$ cat src/hw/rtl/skdt_pkg.sv
// shared types and codes for the sorted key dispatch table
`timescale 1ns / 1ps

package skdt_pkg;

    localparam int KEY_W  = 32;
    localparam int KIND_W = 2;
    localparam int STAT_W = 2;

    typedef logic [KIND_W-1:0] kind_t;
    typedef logic [STAT_W-1:0] status_t;

    localparam kind_t KIND_INSERT = 2'd0;
    localparam kind_t KIND_LOOKUP = 2'd1;
    localparam kind_t KIND_CLEAR  = 2'd2;

    localparam status_t ST_OK   = 2'd0;
    localparam status_t ST_DUP  = 2'd1;
    localparam status_t ST_FULL = 2'd2;
    localparam status_t ST_MISS = 2'd3;

    typedef enum logic [5:0] {
        S_IDLE   = 6'b000001,
        S_SEARCH = 6'b000010,
        S_PROBE  = 6'b000100,
        S_CHECK  = 6'b001000,
        S_SHIFT  = 6'b010000,
        S_MOVE   = 6'b100000
    } state_t;

endpackage

$ cat src/hw/rtl/skdt_ram.sv
// generic single write port, single read port ram with registered read
`timescale 1ns / 1ps

module skdt_ram #(
    parameter int WIDTH = 40,
    parameter int DEPTH = 16
) (
    input  logic                     clk,
    input  logic                     we,
    input  logic [$clog2(DEPTH)-1:0] waddr,
    input  logic [WIDTH-1:0]         wdata,
    input  logic [$clog2(DEPTH)-1:0] raddr,
    output logic [WIDTH-1:0]         rdata
);

    logic [WIDTH-1:0] mem [DEPTH];
    logic [WIDTH-1:0] rdata_reg;

    always_ff @(posedge clk)
    begin
        if (we)
        begin
            mem[waddr] <= wdata;
        end
        rdata_reg <= mem[raddr];
    end

    assign rdata = rdata_reg;

endmodule

$ cat src/hw/rtl/sorted_key_dispatch_table.sv
// sorted key dispatch table: binary search, insert with shift, lookup and clear
`timescale 1ns / 1ps

// Each command is one transfer: start is taken while busy is low, and one
// result follows with a one-cycle done strobe that the receiver must take.
// Clear and the unused kind finish without leaving idle and keep busy low.
// Insert and lookup run a binary search through the single read port of the
// entry ram: each halving step sets the address, then compares the registered
// read data; an equality probe of the lower bound, when it lies inside the
// table, follows, then the report. A successful insert then moves the later
// entries up one at a time through the same port, a read then a write per
// moved entry, and then stores the new entry. A full table of TABLE_DEPTH
// entries reports table full without a shift. A new start can be taken in the
// cycle that done is shown.
module sorted_key_dispatch_table
    import skdt_pkg::*;
#(
    parameter int TABLE_DEPTH  = 16,
    parameter int HANDLER_BITS = 8
) (
    input  logic                              clk,
    input  logic                              rst_n,
    input  logic                              start,
    output logic                              busy,
    input  logic [KIND_W-1:0]                 kind,
    input  logic [KEY_W-1:0]                  key,
    input  logic [HANDLER_BITS-1:0]           handler_id,
    output logic                              done,
    output logic [STAT_W-1:0]                 status,
    output logic [HANDLER_BITS-1:0]           found_handler,
    output logic [$clog2(TABLE_DEPTH+1)-1:0]  slot
);

    localparam int SW = $clog2(TABLE_DEPTH + 1);
    localparam int AW = $clog2(TABLE_DEPTH);
    localparam int EW = KEY_W + HANDLER_BITS;
    localparam logic [SW-1:0] ONE  = SW'(1);
    localparam logic [SW-1:0] FULL = SW'(TABLE_DEPTH);

    state_t state_reg, state_next;
    logic [SW-1:0] lo_reg, lo_next;
    logic [SW-1:0] hi_reg, hi_next;
    logic [SW-1:0] mid_reg, mid_next;
    logic [SW-1:0] idx_reg, idx_next;
    logic [SW-1:0] count_reg, count_next;
    logic          done_reg, done_next;
    status_t       status_reg, status_next;
    logic [HANDLER_BITS-1:0] found_reg, found_next;
    logic [SW-1:0] slot_reg, slot_next;

    kind_t                   kind_reg;
    logic [KEY_W-1:0]        key_reg;
    logic [HANDLER_BITS-1:0] hid_reg;

    logic          accept;
    logic [SW-1:0] mid_w;
    logic [SW-1:0] idx_dec;
    logic          finish;
    logic          hit;

    logic          ram_we;
    logic [AW-1:0] ram_waddr;
    logic [EW-1:0] ram_wdata;
    logic [AW-1:0] ram_raddr;
    logic [EW-1:0] ram_rdata;
    logic [KEY_W-1:0]        rd_key;
    logic [HANDLER_BITS-1:0] rd_hdl;

    skdt_ram #(
        .WIDTH (EW),
        .DEPTH (TABLE_DEPTH)
    ) u_entries (
        .clk   (clk),
        .we    (ram_we),
        .waddr (ram_waddr),
        .wdata (ram_wdata),
        .raddr (ram_raddr),
        .rdata (ram_rdata)
    );

    assign rd_key  = ram_rdata[EW-1:HANDLER_BITS];
    assign rd_hdl  = ram_rdata[HANDLER_BITS-1:0];
    assign busy    = (state_reg != S_IDLE);
    assign accept  = start && !busy;
    assign mid_w   = lo_reg + ((hi_reg - lo_reg) >> 1);
    assign idx_dec = idx_reg - ONE;

    always_comb
    begin
        state_next  = state_reg;
        lo_next     = lo_reg;
        hi_next     = hi_reg;
        mid_next    = mid_reg;
        idx_next    = idx_reg;
        count_next  = count_reg;
        done_next   = 1'b0;
        status_next = status_reg;
        found_next  = found_reg;
        slot_next   = slot_reg;
        ram_we      = 1'b0;
        ram_waddr   = '0;
        ram_wdata   = '0;
        ram_raddr   = '0;
        finish      = 1'b0;
        hit         = 1'b0;

        case (state_reg)
            S_IDLE:
            begin
                if (accept)
                begin
                    lo_next = '0;
                    hi_next = count_reg;
                    if (kind inside {KIND_INSERT, KIND_LOOKUP})
                    begin
                        state_next = S_SEARCH;
                    end
                    else
                    begin
                        done_next   = 1'b1;
                        status_next = ST_OK;
                        found_next  = '0;
                        slot_next   = '0;
                        if (kind == KIND_CLEAR)
                        begin
                            count_next = '0;
                        end
                    end
                end
            end
            S_SEARCH:
            begin
                if (lo_reg < hi_reg)
                begin
                    mid_next   = mid_w;
                    ram_raddr  = mid_w[AW-1:0];
                    state_next = S_PROBE;
                end
                else if (lo_reg < count_reg)
                begin
                    // probe the lower bound for an equal key
                    ram_raddr  = lo_reg[AW-1:0];
                    state_next = S_CHECK;
                end
                else
                begin
                    finish = 1'b1;
                end
            end
            S_PROBE:
            begin
                if (rd_key < key_reg)
                begin
                    lo_next = mid_reg + ONE;
                end
                else
                begin
                    hi_next = mid_reg;
                end
                state_next = S_SEARCH;
            end
            S_CHECK:
            begin
                finish = 1'b1;
                hit    = (rd_key == key_reg);
            end
            S_SHIFT:
            begin
                if (idx_reg > slot_reg)
                begin
                    ram_raddr  = idx_dec[AW-1:0];
                    state_next = S_MOVE;
                end
                else
                begin
                    ram_we      = 1'b1;
                    ram_waddr   = slot_reg[AW-1:0];
                    ram_wdata   = {key_reg, hid_reg};
                    count_next  = count_reg + ONE;
                    done_next   = 1'b1;
                    status_next = ST_OK;
                    state_next  = S_IDLE;
                end
            end
            S_MOVE:
            begin
                // entry read from idx-1 lands one slot up
                ram_we     = 1'b1;
                ram_waddr  = idx_reg[AW-1:0];
                ram_wdata  = ram_rdata;
                idx_next   = idx_dec;
                state_next = S_SHIFT;
            end
            default:
            begin
                state_next = S_IDLE;
            end
        endcase

        if (finish)
        begin
            slot_next  = lo_reg;
            found_next = '0;
            if (kind_reg == KIND_LOOKUP)
            begin
                done_next   = 1'b1;
                status_next = hit ? ST_OK : ST_MISS;
                found_next  = hit ? rd_hdl : '0;
                state_next  = S_IDLE;
            end
            else if (hit)
            begin
                done_next   = 1'b1;
                status_next = ST_DUP;
                state_next  = S_IDLE;
            end
            else if (count_reg == FULL)
            begin
                done_next   = 1'b1;
                status_next = ST_FULL;
                state_next  = S_IDLE;
            end
            else
            begin
                idx_next   = count_reg;
                state_next = S_SHIFT;
            end
        end
    end

    always_ff @(posedge clk or negedge rst_n)
    begin
        if (!rst_n)
        begin
            state_reg <= S_IDLE;
            count_reg <= '0;
            done_reg  <= 1'b0;
        end
        else
        begin
            state_reg <= state_next;
            count_reg <= count_next;
            done_reg  <= done_next;
        end
    end

    always_ff @(posedge clk)
    begin
        lo_reg     <= lo_next;
        hi_reg     <= hi_next;
        mid_reg    <= mid_next;
        idx_reg    <= idx_next;
        status_reg <= status_next;
        found_reg  <= found_next;
        slot_reg   <= slot_next;
        if (accept)
        begin
            kind_reg <= kind;
            key_reg  <= key;
            hid_reg  <= handler_id;
        end
    end

    assign done          = done_reg;
    assign status        = status_reg;
    assign found_handler = found_reg;
    assign slot          = slot_reg;

endmodule
$ cat config.mk
export PLATFORM = sky130hd
export DESIGN_NAME = sorted_key_dispatch_table
export DESIGN_NICKNAME = d
export VERILOG_FILES = /design/src/hw/rtl/skdt_pkg.sv /design/src/hw/rtl/skdt_ram.sv /design/src/hw/rtl/sorted_key_dispatch_table.sv
export SDC_FILE = /design/constraint.sdc
export NUM_CORES = 1
export LEC_CHECK = 0
export BUFFER_PORTS_ARGS = -buffer_cell sky130_fd_sc_hd__buf_2
export CORE_MARGIN = 2
export CORE_UTILIZATION = 50
export DETAILED_ROUTE_END_ITERATION = 6
export PLACE_DENSITY = 0.66
export SLEW_MARGIN = 20
export SYNTH_ARGS = -nofsm -noshare
export SYNTH_HDL_FRONTEND = slang
export SYNTH_SLANG_ARGS = --single-unit
$ cat constraint.sdc
create_clock -name clk -period 12.78 [get_ports clk]
set_input_delay 0.639 -clock clk [delete_from_list [all_inputs] [get_ports clk]]
set_output_delay 0.639 -clock clk [all_outputs]
set_load 0.02 [all_outputs]
==> results.ini <==
[outcome]
status=completed

[timing]
worst_pin_slew_ns=1.10
finClkSkew_ns=0.0198
hold_viol=0
layout_min_cycle_time_ns=6.30
relSlewSlack_pct=26.9
setup_viol=0
rsz0062_at_grt=no
fmax_mhz=159
slew_viol_final=0
post-route-period-util_pct=49.3
fin_ws_ns=6.48
finalSetupTns_ns=0

[global_route]
grt_pass1_wl_um=116000
grt_start_max_net_pins=247
track_usage_pct=24.4
antenna_found_initial=0
grt.overflow.total=0
grt_pass1_vias=18200

[yosys]
synth_edf_count=710
synthArstFlopShare_pct=1.56
synth_nets=2140
syn_inst=2038
yosys.area_share.simple_pct=6.59
muxShareOfSynthArea_pct=5.03
synth_ff_type=edfxtp_1
yosysMostFrequentCell=edfxtp_1
synth.yosys.warnings=0
synth_area_leader_cell=edfxtp_1
synth_top_family_by_area=compound AO/OA/AOI/OAI gates
syn_avg_cell_area_um2=15.4
synth_compound_area_share_pct=11.0
yosys.area.top_type_share_pct=67.9
synthTopCellsByCount=edfxtp_1 (710), a211oi_1 (281), mux2i_1 (151), and3_1 (142), clkbuf_1 (94)
synthXorXnorAreaFrac_pct=0.530
synth_area_um2=31400
ys_ff_latch=769
synthTopCellsByArea=edfxtp_1 (68%), a211oi_1 (6.7%), mux2i_1 (4.8%)
synth_fa_ha_area_share_pct=2.32
ys_seq_area_share_pct=71.9
yosysUniqueCellTypes=64

[cts]
cts.sinks=769
clk_path_buf_depth=3
cts-resized-gates=0
post_cts_buffers=0
root_buffer=clkbuf_16
cts_buffers=80
cts_max_level=3
cts_tree=built
clkLatencyLatePin_ns=0.62
cts_hold_buf=1
clk_pin_slew_ns=0.06

[setup_path]
cp_top_family=simple AND/OR/NAND/NOR gates
worstPathArrival_ns=6.78
path_cells=inv_1 > ha_1 > nand2b_1 > a21oi_1 > o31a_1 > or4_4 > nand2_8 > buf_4 > buf_4 > mux2i_1 > a211oi_1 > or4_1
required_ns=13.26
critPathKind=reg -> reg
end_kind=register
cp-start-kind=register
cp_max_fo=103
cpMostUsedCell=buf_4
cp_slowest_stage_delay_ns=0.93
crit_buf_inv=3
crit_slowest_cell=buf_4

[flow_run]
maxCapViolCount=0

[routing]
antenna_left=0
wirelength_um=78200
drc=0
via_per_inst=6.15
drtPass1Iterations=5
drtIter0Drc=2075
vias=18300
wl_per_cell_um=26.3

[finish]
final_layout_size_suffix_gt1_share_pct=11.9
stdcell_count=2975
fin_area_um2=35200
antenna_cells=0
largest_reg_flops=640
layout.nets=2177
syn_to_final_growth_pct=12.2

[placement]
pre_cts_ws_ns=6.60
hpwl_um=38000
dpl-instance-area_um2=32600
dpl.cell_count=2828
io_buffers=61
place.gp.congestion=0.859

[floorplan]
die_x_um=255
rows=91
die_h_um=255
ios=62
die-area_um2=64800
core_area_um2=61900
initial_core_util_pct=50.7

[power]
leakagePower_uw=0.0127
powerDensity_nw_per_um2=177
irDropWorstVdd_mv=0.105

[worst_hold_path]
min_path_type=in -> reg

metrics by stage:
step	hold WS, ns	power (uW)	utilization, %
floorplan	0.343	3650	-
global placement	0.461	3940	52.6
detailed placement	0.472	3950	52.6
CTS	0.159	6270	56.8
global route	0.173	6480	56.9
finish	0.191	6230	56.9
kinds of logic after synthesis:
logic type | Yosys count
fa+ha+maj | 57
compound gates | 469
xor+xnor | 19
simple gates | 361
flops | 769
buf+inv | 206
mux | 157
final timing paths:
check | startpoint | to | slack, ns | cells after the start
max | lo_reg[1] | u_entries.rdata[24] | 6.48 | 12
min | key[25] | key_reg[25] | 0.19 | 1
max reg2reg | lo_reg[1] | u_entries.rdata[24] | 6.48 | 12
min reg2reg | status[0] | status[0] | 0.47 | 2
max in group asynchronous | rst_n | state_reg[0] | 12.07 | 2
min in group asynchronous | rst_n | count_reg[1] | 0.43 | 2
layout make-up:
| cell class | count | area (um2) |
|---|---|---|
| Clock buffer | 100 | 2120 |
| Clock inverter | 45 | 503 |
| Fill cell | 4792 | 26700 |
| Inverter | 64 | 240 |
| Multi-Input combinational cell | 1063 | 8150 |
| Sequential cell | 769 | 22600 |
| Tap cell | 837 | 1050 |
| Timing Repair Buffer | 97 | 611 |
per-layer routing:
layer | up-vias | routed length, um | track usage [%]
met1 | 9253 | 33200 | 33.9
met5 | - | 0 | 0
met4 | 0 | 1820 | 7.79
li1 | 8211 | - | -
met2 | 710 | 37900 | 40.0
met3 | 124 | 5350 | 3.56
cells in the final DEF (no fill, tap or decap), types with 6 or more instances in the layout:
| cell type | Yosys | final |
|---|---|---|
| nor2_4 | 0 | 16 |
| a22o_1 | 44 | 44 |
| or4_1 | 40 | 40 |
| a211oi_1 | 281 | 281 |
| and3_1 | 142 | 142 |
| clkbuf_1 | 94 | 17 |
| o21ai_0 | 26 | 26 |
| nor3_1 | 6 | 6 |
| clkinv_2 | 0 | 13 |
| and2_1 | 13 | 12 |
| nand2_1 | 42 | 40 |
| a221oi_1 | 11 | 11 |
| xor2_1 | 7 | 7 |
| edfxtp_1 | 710 | 710 |
| nand3_1 | 31 | 31 |
| clkbuf_16 | 0 | 81 |
| buf_4 | 1 | 33 |
| a21o_1 | 13 | 13 |
| inv_1 | 64 | 62 |
| dfxtp_1 | 47 | 47 |
| mux2i_1 | 151 | 151 |
| nand4_1 | 9 | 9 |
| bufinv_16 | 0 | 10 |
| nor2_1 | 45 | 29 |
| nor2b_1 | 7 | 7 |
| a21oi_1 | 49 | 49 |
| ha_1 | 55 | 55 |
| mux2_2 | 6 | 6 |
| buf_2 | 33 | 61 |
| xnor2_1 | 12 | 12 |
| nor4_1 | 7 | 7 |
| dfrtp_1 | 11 | 11 |
| clkinv_1 | 0 | 12 |
power by group:
part	switching, uW	internal, uW	total, uW
registers	112	2890	3000
clock network	942	1380	2320
logic	571	340	911
total	1630	4610	6230
(Power assumes the default switching activity.)
